`src/rtl/core/run_length_byte_encoder_top_macros.svh`:
```
// assertion macros used by the run-length encoder datapath
`ifndef RUN_LENGTH_BYTE_ENCODER_TOP_MACROS_SVH
`define RUN_LENGTH_BYTE_ENCODER_TOP_MACROS_SVH

// condition holds at every clock edge out of reset
`define RLBE_ASSERT_ALWAYS(lbl, expr) \
	lbl: assert property (@(posedge clk) disable iff (!arst_n) (expr)) \
		else $error("rlbe invariant violated");

// consequent holds in the same cycle as the antecedent
`define RLBE_ASSERT_IMPLY(lbl, ante, cons) \
	lbl: assert property (@(posedge clk) disable iff (!arst_n) (ante) |-> (cons)) \
		else $error("rlbe implication violated");

`endif

```
`src/rtl/core/rlbe_pkg.sv`:
```
// types and constants of the run-length byte encoder
package rlbe_pkg;

	localparam int LITERAL_MAX_DEF = 128;
	localparam int RUN_MAX = 130;
	localparam int RUN_MIN = 3;
	localparam logic [7:0] RUN_FLAG = 8'h80;

	typedef enum logic [2:0] {
		ST_IDLE,
		ST_EVAL,
		ST_SET,
		ST_RES,
		ST_APPEND,
		ST_RUN,
		ST_FLUSH_RD,
		ST_FLUSH_EMIT
	} rlbe_state_t;

	typedef enum logic [1:0] {
		RET_RUN,
		RET_APPEND,
		RET_END
	} rlbe_ret_t;

	typedef struct packed {
		logic capture;
		logic set_cand;
		logic app;
		logic run_emit;
		logic flush_rd;
		logic flush_emit;
		logic emit_done;
	} rlbe_cmd_t;

	typedef struct packed {
		logic need_resolve;
		logic cc_zero;
		logic cc_one;
		logic cc_ge3;
		logic lit_zero;
		logic lit_full;
		logic last_row;
		logic out_free;
		logic last_item;
	} rlbe_status_t;

endpackage

```
`src/rtl/core/rlbe_ctrl.sv`:
```
// controller state machine of the run-length byte encoder
module rlbe_ctrl (
	input  logic                  clk,
	input  logic                  arst_n,
	input  logic                  in_valid,
	output logic                  in_ready,
	input  rlbe_pkg::rlbe_status_t st,
	output rlbe_pkg::rlbe_cmd_t    cmd
);
	import rlbe_pkg::*;

	rlbe_state_t state_q, state_d;
	rlbe_ret_t   ret_q, ret_d;
	logic        phase_q, phase_d;
	logic        final_q, final_d;

	function automatic rlbe_state_t resolve_exit(input logic last_phase, input logic lit_empty);
		rlbe_state_t s;
		if (!last_phase) begin
			s = ST_SET;
		end else if (!lit_empty) begin
			s = ST_FLUSH_RD;
		end else begin
			s = ST_IDLE;
		end
		return s;
	endfunction

	always_ff @(posedge clk or negedge arst_n) begin
		if (!arst_n) begin
			state_q <= ST_IDLE;
			ret_q   <= RET_END;
			phase_q <= 1'b0;
			final_q <= 1'b0;
		end else begin
			state_q <= state_d;
			ret_q   <= ret_d;
			phase_q <= phase_d;
			final_q <= final_d;
		end
	end

	// next state
	always_comb begin
		state_d = state_q;
		ret_d   = ret_q;
		phase_d = phase_q;
		final_d = final_q;
		case (state_q)
			ST_IDLE: begin
				if (in_valid) begin
					state_d = ST_EVAL;
				end
			end
			ST_EVAL: begin
				if (st.need_resolve) begin
					phase_d = 1'b0;
					state_d = ST_RES;
				end else if (st.last_item) begin
					phase_d = 1'b1;
					state_d = ST_RES;
				end else begin
					state_d = ST_IDLE;
				end
			end
			ST_SET: begin
				if (st.last_item) begin
					phase_d = 1'b1;
					state_d = ST_RES;
				end else begin
					state_d = ST_IDLE;
				end
			end
			ST_RES: begin
				if (st.cc_ge3) begin
					if (st.lit_zero) begin
						state_d = ST_RUN;
					end else begin
						ret_d   = RET_RUN;
						final_d = 1'b0;
						state_d = ST_FLUSH_RD;
					end
				end else begin
					state_d = ST_APPEND;
				end
			end
			ST_APPEND: begin
				if (st.lit_full) begin
					ret_d   = RET_APPEND;
					final_d = phase_q && st.cc_one;
					state_d = ST_FLUSH_RD;
				end else if (st.cc_one) begin
					ret_d   = RET_END;
					final_d = 1'b1;
					state_d = resolve_exit(phase_q, 1'b0);
				end
			end
			ST_RUN: begin
				if (st.out_free) begin
					ret_d   = RET_END;
					final_d = 1'b1;
					state_d = resolve_exit(phase_q, 1'b1);
				end
			end
			ST_FLUSH_RD: begin
				state_d = ST_FLUSH_EMIT;
			end
			ST_FLUSH_EMIT: begin
				if (st.out_free) begin
					if (!st.last_row) begin
						state_d = ST_FLUSH_RD;
					end else begin
						case (ret_q)
							RET_RUN: begin
								state_d = ST_RUN;
							end
							RET_APPEND: begin
								if (st.cc_zero) begin
									ret_d   = RET_END;
									final_d = 1'b1;
									state_d = resolve_exit(phase_q, 1'b1);
								end else begin
									state_d = ST_APPEND;
								end
							end
							default: begin
								state_d = ST_IDLE;
							end
						endcase
					end
				end
			end
			default: begin
				state_d = ST_IDLE;
			end
		endcase
	end

	// outputs
	always_comb begin
		in_ready       = 1'b0;
		cmd            = '0;
		case (state_q)
			ST_IDLE: begin
				in_ready    = 1'b1;
				cmd.capture = in_valid;
			end
			ST_EVAL: begin
				cmd.set_cand = !st.need_resolve;
			end
			ST_SET: begin
				cmd.set_cand = 1'b1;
			end
			ST_APPEND: begin
				cmd.app = 1'b1;
			end
			ST_RUN: begin
				cmd.run_emit  = st.out_free;
				cmd.emit_done = phase_q;
			end
			ST_FLUSH_RD: begin
				cmd.flush_rd = 1'b1;
			end
			ST_FLUSH_EMIT: begin
				cmd.flush_emit = st.out_free;
				cmd.emit_done  = final_q && st.last_row;
			end
			default: begin
				cmd = '0;
			end
		endcase
	end

endmodule

```
`src/rtl/core/rlbe_datapath.sv`:
```
// datapath of the run-length byte encoder: run tracking, literal store, output word
`include "run_length_byte_encoder_top_macros.svh"

module rlbe_datapath #(
	parameter int LITERAL_MAX = rlbe_pkg::LITERAL_MAX_DEF
) (
	input  logic                   clk,
	input  logic                   arst_n,
	input  logic [7:0]             data_byte,
	input  logic                   end_of_block,
	input  rlbe_pkg::rlbe_cmd_t    cmd,
	output rlbe_pkg::rlbe_status_t st,
	output logic                   out_valid,
	input  logic                   out_ready,
	output logic [7:0]             out_byte0,
	output logic [7:0]             out_byte1,
	output logic [7:0]             out_byte2,
	output logic [7:0]             out_byte3,
	output logic [2:0]             byte_count,
	output logic                   block_done
);
	import rlbe_pkg::*;

	localparam int LIT_ROWS = LITERAL_MAX / 4 + 1;
	localparam int RW = (LIT_ROWS > 1) ? $clog2(LIT_ROWS) : 1;
	localparam int LW = $clog2(LITERAL_MAX + 1);
	localparam int TW = $clog2(LITERAL_MAX + 6);

	logic [7:0]      b_q;
	logic            last_q;
	logic [7:0]      cb_q;
	logic [7:0]      cc_q;
	logic [LW-1:0]   lit_cnt_q;
	logic [RW-1:0]   row_q;
	logic [3:0][7:0] mem_q [LIT_ROWS];
	logic [3:0][7:0] rd_q;

	logic            out_valid_q;
	logic [3:0][7:0] out_bytes_q;
	logic [2:0]      out_cnt_q;
	logic            out_done_q;

	logic [LW-1:0]   wr_pos;
	logic [RW-1:0]   wr_row;
	logic [1:0]      wr_lane;
	logic [TW-1:0]   total;
	logic [TW-1:0]   row_base;
	logic [TW-1:0]   rem;
	logic [2:0]      flush_cnt;
	logic [7:0]      header;
	logic [3:0][7:0] flush_word;
	logic            out_free;

	assign wr_pos   = lit_cnt_q + LW'(1);
	assign wr_row   = RW'(wr_pos >> 2);
	assign wr_lane  = wr_pos[1:0];
	assign total    = TW'(lit_cnt_q) + TW'(1);
	assign row_base = TW'({row_q, 2'b00});
	assign rem      = total - row_base;
	assign header   = 8'(lit_cnt_q - LW'(1));
	assign out_free = !out_valid_q || out_ready;

	always_comb begin
		flush_cnt = (rem <= TW'(4)) ? rem[2:0] : 3'd4;
		for (int j = 0; j < 4; j++) begin
			flush_word[j] = (3'(j) < flush_cnt) ? rd_q[j] : 8'h00;
		end
		if (row_q == '0) begin
			flush_word[0] = header;
		end
	end

	always_comb begin
		st.need_resolve = (cc_q != 8'd0) && ((b_q != cb_q) || (cc_q >= 8'(RUN_MAX)));
		st.cc_zero      = (cc_q == 8'd0);
		st.cc_one       = (cc_q == 8'd1);
		st.cc_ge3       = (cc_q >= 8'(RUN_MIN));
		st.lit_zero     = (lit_cnt_q == '0);
		st.lit_full     = (lit_cnt_q == LW'(LITERAL_MAX - 1));
		st.last_row     = (rem <= TW'(4));
		st.out_free     = out_free;
		st.last_item    = last_q;
	end

	// literal store
	always_ff @(posedge clk) begin
		if (cmd.app) begin
			mem_q[wr_row][wr_lane] <= cb_q;
		end
		if (cmd.flush_rd) begin
			rd_q <= mem_q[row_q];
		end
	end

	// input byte holding register
	always_ff @(posedge clk) begin
		if (cmd.capture) begin
			b_q    <= data_byte;
			last_q <= end_of_block;
		end
	end

	always_ff @(posedge clk or negedge arst_n) begin
		if (!arst_n) begin
			cb_q      <= 8'd0;
			cc_q      <= 8'd0;
			lit_cnt_q <= '0;
			row_q     <= '0;
		end else begin
			if (cmd.set_cand) begin
				if (cc_q == 8'd0) begin
					cb_q <= b_q;
					cc_q <= 8'd1;
				end else begin
					cc_q <= cc_q + 8'd1;
				end
			end
			if (cmd.app) begin
				lit_cnt_q <= wr_pos;
				cc_q      <= cc_q - 8'd1;
			end
			if (cmd.run_emit) begin
				cc_q <= 8'd0;
			end
			if (cmd.flush_emit) begin
				if (st.last_row) begin
					row_q     <= '0;
					lit_cnt_q <= '0;
				end else begin
					row_q <= row_q + RW'(1);
				end
			end
		end
	end

	// output register
	always_ff @(posedge clk or negedge arst_n) begin
		if (!arst_n) begin
			out_valid_q <= 1'b0;
		end else if (cmd.run_emit || cmd.flush_emit) begin
			out_valid_q <= 1'b1;
		end else if (out_ready) begin
			out_valid_q <= 1'b0;
		end
	end

	always_ff @(posedge clk) begin
		if (cmd.run_emit) begin
			out_bytes_q <= {8'h00, 8'h00, cb_q, RUN_FLAG | (cc_q - 8'(RUN_MIN))};
			out_cnt_q   <= 3'd2;
			out_done_q  <= cmd.emit_done;
		end else if (cmd.flush_emit) begin
			out_bytes_q <= flush_word;
			out_cnt_q   <= flush_cnt;
			out_done_q  <= cmd.emit_done;
		end
	end

	assign out_valid  = out_valid_q;
	assign out_byte0  = out_bytes_q[0];
	assign out_byte1  = out_bytes_q[1];
	assign out_byte2  = out_bytes_q[2];
	assign out_byte3  = out_bytes_q[3];
	assign byte_count = out_cnt_q;
	assign block_done = out_done_q;

	`RLBE_ASSERT_IMPLY(a_load_when_free, cmd.run_emit || cmd.flush_emit, out_free)
	`RLBE_ASSERT_IMPLY(a_run_after_flush, cmd.run_emit, lit_cnt_q == '0)
	`RLBE_ASSERT_IMPLY(a_append_has_run, cmd.app, cc_q != 8'd0)
	`RLBE_ASSERT_ALWAYS(a_run_bound, cc_q <= 8'(RUN_MAX))

endmodule

```
`src/rtl/core/run_length_byte_encoder_top.sv`:
```
// top level of the run-length byte encoder
// Usage:
//   Input channel (in_valid/in_ready) carries one raw byte per transfer in
//   data_byte, with end_of_block set on the final byte of a block.
//   Output channel (out_valid/out_ready) carries coded words of up to four
//   bytes, out_byte0 first, byte_count valid bytes, unused bytes zero.
//   block_done marks the final word of a coded block.
//   A byte that extends a pending run is transferred and then evaluated.
//   A run code word is loaded into the output register via the evaluate,
//   resolve and run states after the transfer of the byte that ends the run
//   when no literals are pending; pending literals go out first. A literal
//   chunk is read from the literal store one row of four bytes at a time, each
//   row read and then emitted, up to 33 words for a full buffer; the store has
//   a single read port. The input is not ready while a chunk or run is coded.
//   At reset the run and literal state are empty and no word is pending.
//   When the receiver stalls, the finished word waits in the output register
//   and the controller holds until it is taken; input is still accepted
//   while a word waits, as long as no further word has to be produced.
module run_length_byte_encoder_top #(
	parameter int LITERAL_MAX = rlbe_pkg::LITERAL_MAX_DEF
) (
	input  logic       clk,
	input  logic       arst_n,
	input  logic       in_valid,
	output logic       in_ready,
	input  logic [7:0] data_byte,
	input  logic       end_of_block,
	output logic       out_valid,
	input  logic       out_ready,
	output logic [7:0] out_byte0,
	output logic [7:0] out_byte1,
	output logic [7:0] out_byte2,
	output logic [7:0] out_byte3,
	output logic [2:0] byte_count,
	output logic       block_done
);
	import rlbe_pkg::*;

	rlbe_cmd_t    cmd;
	rlbe_status_t st;

	rlbe_ctrl u_ctrl (
		.clk      (clk),
		.arst_n   (arst_n),
		.in_valid (in_valid),
		.in_ready (in_ready),
		.st       (st),
		.cmd      (cmd)
	);

	rlbe_datapath #(
		.LITERAL_MAX (LITERAL_MAX)
	) u_datapath (
		.clk          (clk),
		.arst_n       (arst_n),
		.data_byte    (data_byte),
		.end_of_block (end_of_block),
		.cmd          (cmd),
		.st           (st),
		.out_valid    (out_valid),
		.out_ready    (out_ready),
		.out_byte0    (out_byte0),
		.out_byte1    (out_byte1),
		.out_byte2    (out_byte2),
		.out_byte3    (out_byte3),
		.byte_count   (byte_count),
		.block_done   (block_done)
	);

endmodule
```
`config.mk`:
```
export PLATFORM = sky130hd
export DESIGN_NAME = run_length_byte_encoder_top
export DESIGN_NICKNAME = d
export VERILOG_FILES = /design/src/rtl/core/rlbe_pkg.sv /design/src/rtl/core/rlbe_ctrl.sv /design/src/rtl/core/rlbe_datapath.sv /design/src/rtl/core/run_length_byte_encoder_top.sv
export VERILOG_INCLUDE_DIRS = /design/src /design/src/rtl/core
export SDC_FILE = /design/constraint.sdc
export NUM_CORES = 1
export LEC_CHECK = 0
export ABC_AREA = 1
export BUFFER_PORTS_ARGS = -buffer_cell sky130_fd_sc_hd__clkbuf_2
export CAP_MARGIN = 5
export CORE_MARGIN = 4
export CORE_UTILIZATION = 57
export DETAILED_ROUTE_END_ITERATION = 6
export PLACE_DENSITY = 0.76
export SLEW_MARGIN = 15
export SYNTH_ARGS = -nofsm -noshare
export SYNTH_HDL_FRONTEND = slang
export SYNTH_HIERARCHICAL = 1
export SYNTH_SLANG_ARGS = --single-unit
export TNS_END_PERCENT = 100
```
`constraint.sdc`:
```
create_clock -name clk -period 3.6 [get_ports clk]
set_input_delay 0.54 -clock clk [delete_from_list [all_inputs] [get_ports clk]]
set_output_delay 0.54 -clock clk [all_outputs]
set_load 0.005 [all_outputs]
```
==> qor.yml <==
status: "completed"
post-place-ws_ps: 187
synthCells: 3870
crit_top_cell: "nand2_1"
routed_wl_um: 126000
drv_slew: 0
final_cell_area_um2: 53600
vias: 32300
yosysSeqAreaShare_pct: 73.1
h-tree-depth: 3
grt_most_used_layer: "met2"
n_antenna_cell: 0
maxCapViolations: 0
final_cell_mix: "1113 x edfxtp_1, 833 x nor2_1, 652 x o21ai_0"
chipHeight_um: 297
dieArea_um2: 88100
path_max_fanout: 6
yosys_register_bits: 1171
antenna_found_initial: 3
period_minus_slack_ps: 3270
fin_hold_ws_ps: 43.3
grt_pass1_vias: 30600
timing.final.ws_setup_ps: 328
cts_sinks: 1171
tightest_slew_ps: 1190
avgSynthCellArea_um2: 12.3
synth-main-ff-cell: "edfxtp_1"
leakage_uw: 0.0183
yosysWarnings: 6
initial_utilization_pct: 57.7
crit_chain: "ha_1 -> nand2_1 -> nor2_1 -> inv_1 -> nand2_1 -> inv_1 -> ha_1 -> nand2_1 -> nand2_1 -> nand3_1 -> nand2_1 -> nor2_1 -> inv_1 -> nand2_1 -> nand3_1 -> nor2_4 -> o211ai_2 -> inv_2 -> nor2_2 -> nor2_1 -> nand3_2 -> nand2_1 -> nand2_1"
cts_tree: "done"
io_buffers: 50
die_w_um: 297
end_kind: "register"
finalClockSkew_ps: 38.7
placed_area_um2: 49900
setup_viol: 0
area_growth_pct: 12.8
clk_latency_ps: 690
slowest_stage: "dfrtp_2"
grt_overflow: 0
async_flop_share_pct: 3.25
slew_headroom_pct: 20.7
hold_class: "input port to register"
fillers: 5753
total_power_uw: 42600
grt_max_degree: 133
cts_buffers: 112
synth_edf_count: 1113
mostFrequentLayoutCell: "edfxtp_1"
cts_root_buf: "clkbuf_16"
core-area_um2: 82400
syn_nets: 3901
setup_tns_ps: 0
wl_per_cell_um: 24.4
crit_type: "register to register"
dpl.hpwl_um: 72300
fin_crit_sh_pct: 90.9
place_congestion: 0.904
use_met3_pct: 6.32
cp-start-kind: "register"
finalHoldViolations: 0
cp.arrival_ps: 3840
nets: 4017
drive_gt1_share_pct: 12.0
clk_pin_slew_ps: 60
row_count: 105
ir_worst_vdd_mv: 0.831
dr.first_iter.drc_count: 4779
grt_pass1_wl_um: 189000
max_freq_mhz: 306
slowest_delay_ps: 420
cts_buffer_depth: 3
synth_cell_types: 51
via_per_inst: 6.27
io_pins: 51
final_antenna_net_count: 0
worstPathRequired_ps: 4160
gr-usage-met1_pct: 38.9
met2_usage_pct: 43.0
drcViolationCount: 0
syn_area_um2: 47600
powerDensity_nw_per_um2: 794
dr.pass1.iters: 6
track_usage_pct: 27.9
-- metrics by stage --
stage,utilization (%),std cells
6_report,65.1,5155
5_1_grt,65.1,5155
4_1_cts,65.1,5154
3_5_place_dp,60.5,4933
3_3_place_gp,60.5,4933
2_1_floorplan,-,3870
-- area by class of cell --
cell class / count / area, µm² / area share [%]
Clock buffer: 144 / 3040 / 5.66
Multi-Input combinational cell: 2345 / 11400 / 21.2
Tap cell: 1070 / 1340 / 2.50
Inverter: 94 / 368 / 0.686
Timing Repair Buffer: 262 / 2100 / 3.91
Clock inverter: 69 / 631 / 1.18
Sequential cell: 1171 / 34800 / 64.9
-- final timing paths --
path	from	to	slack, ps	depth (start not counted)
min in group asynchronous	arst_n	u_datapath/lit_cnt_q[2]	390	2
hold reg to reg	u_datapath/rd_q[28]	u_datapath/out_byte3[4]	460	2
setup reg to reg	u_datapath/lit_cnt_q[1]	u_ctrl/ret_q[0]	330	23
hold / removal	data_byte[1]	u_datapath/b_q[1]	40	1
setup / recovery	u_datapath/lit_cnt_q[1]	u_ctrl/ret_q[0]	330	23
max in group asynchronous	arst_n	u_ctrl/ret_q[1]	2480	3
-- synthesized netlist by cell type (7+ instances only) --
cell | count | area share (%)
edfxtp_1 | 1113 | 70
nor2_1 | 834 | 6.6
o21ai_0 | 652 | 6.9
nand2_1 | 281 | 2.2
o22ai_1 | 264 | 3.5
clkbuf_1 | 187 | 1.5
inv_1 | 85 | 0.67
nand3_1 | 72 | 0.76
buf_2 | 60 | 0.63
o221ai_1 | 48 | 0.88
dfrtp_1 | 37 | 1.9
o21ai_1 | 35 | 0.37
o211ai_1 | 33 | 0.52
dfxtp_1 | 20 | 0.84
a21oi_1 | 19 | 0.20
ha_1 | 17 | 0.45
or2_2 | 14 | 0.18
nor3_1 | 13 | 0.14
xor2_1 | 9 | 0.17
inv_2 | 8 | 0.063
nor2_2 | 7 | 0.092
-- power by group --
group | switching [µW] | leakage, µW | total [µW] | internal (µW)
combinational | 9740 | 0.00576 | 13200 | 3450
sequential | 660 | 0.0107 | 17700 | 17100
clock | 4970 | 0.00179 | 11600 | 6670
-- flip-flops by register name, indices dropped and copies added (netlist names) --
register,cells
u_datapath/mem_q,1056
u_datapath/rd_q,32
u_datapath/b_q,8
u_datapath/cb_q,8
u_datapath/cc_q,8
u_datapath/lit_cnt_q,8
u_datapath/out_byte0,8
u_datapath/out_byte1,8
u_datapath/out_byte2,8
u_datapath/out_byte3,8
u_datapath/row_q,6
u_ctrl/state_q,3
u_datapath/byte_count,3
u_ctrl/ret_q,2
u_ctrl/final_q,1
u_ctrl/phase_q,1
u_datapath/block_done,1
u_datapath/last_q,1
u_datapath/out_valid,1
-- per-layer routing --
layer  vias up  part of all wire (%)
li1      14400                     -
met1     15600                    38
met2      2051                    46
met3       318                    12
met4         6                   4.4
met5         -                 0.075
-- critical path: cells and delay by family, from the launching register on --
kind	cells	cell delay [ps]
flops	1	420
compound gates	1	160
simple gates	16	1570
buf+inv	4	400
fa+ha+maj	2	600
-- logic make-up (layout without fill, tap and decap cells) --
| logic type | count (synthesis) | after routing | share of synthesized area, % |
|---|---|---|---|
| AOI/OAI and AO/OA | 1062 | 1062 | 12.5 |
| xor gates and xnor gates | 13 | 13 | 0.239 |
| adders and majority gates | 18 | 18 | 0.489 |
| and+or+nand+nor | 1249 | 1249 | 10.5 |
| muxes | 3 | 3 | 0.0710 |
| buffers and inverters | 354 | 569 | 3.08 |
| DFF | 1171 | 1171 | 73.1 |
-- what timing repair did --
action / CTS / global route
endpoints found under the hold margin: 24 / 0
buffers inserted: 0 / 1
gates resized for setup: 0 / 5
setup endpoints to repair: 0 / 27
hold buffers: 8 / 0
Note: power is estimated with default switching activity, not from simulation.
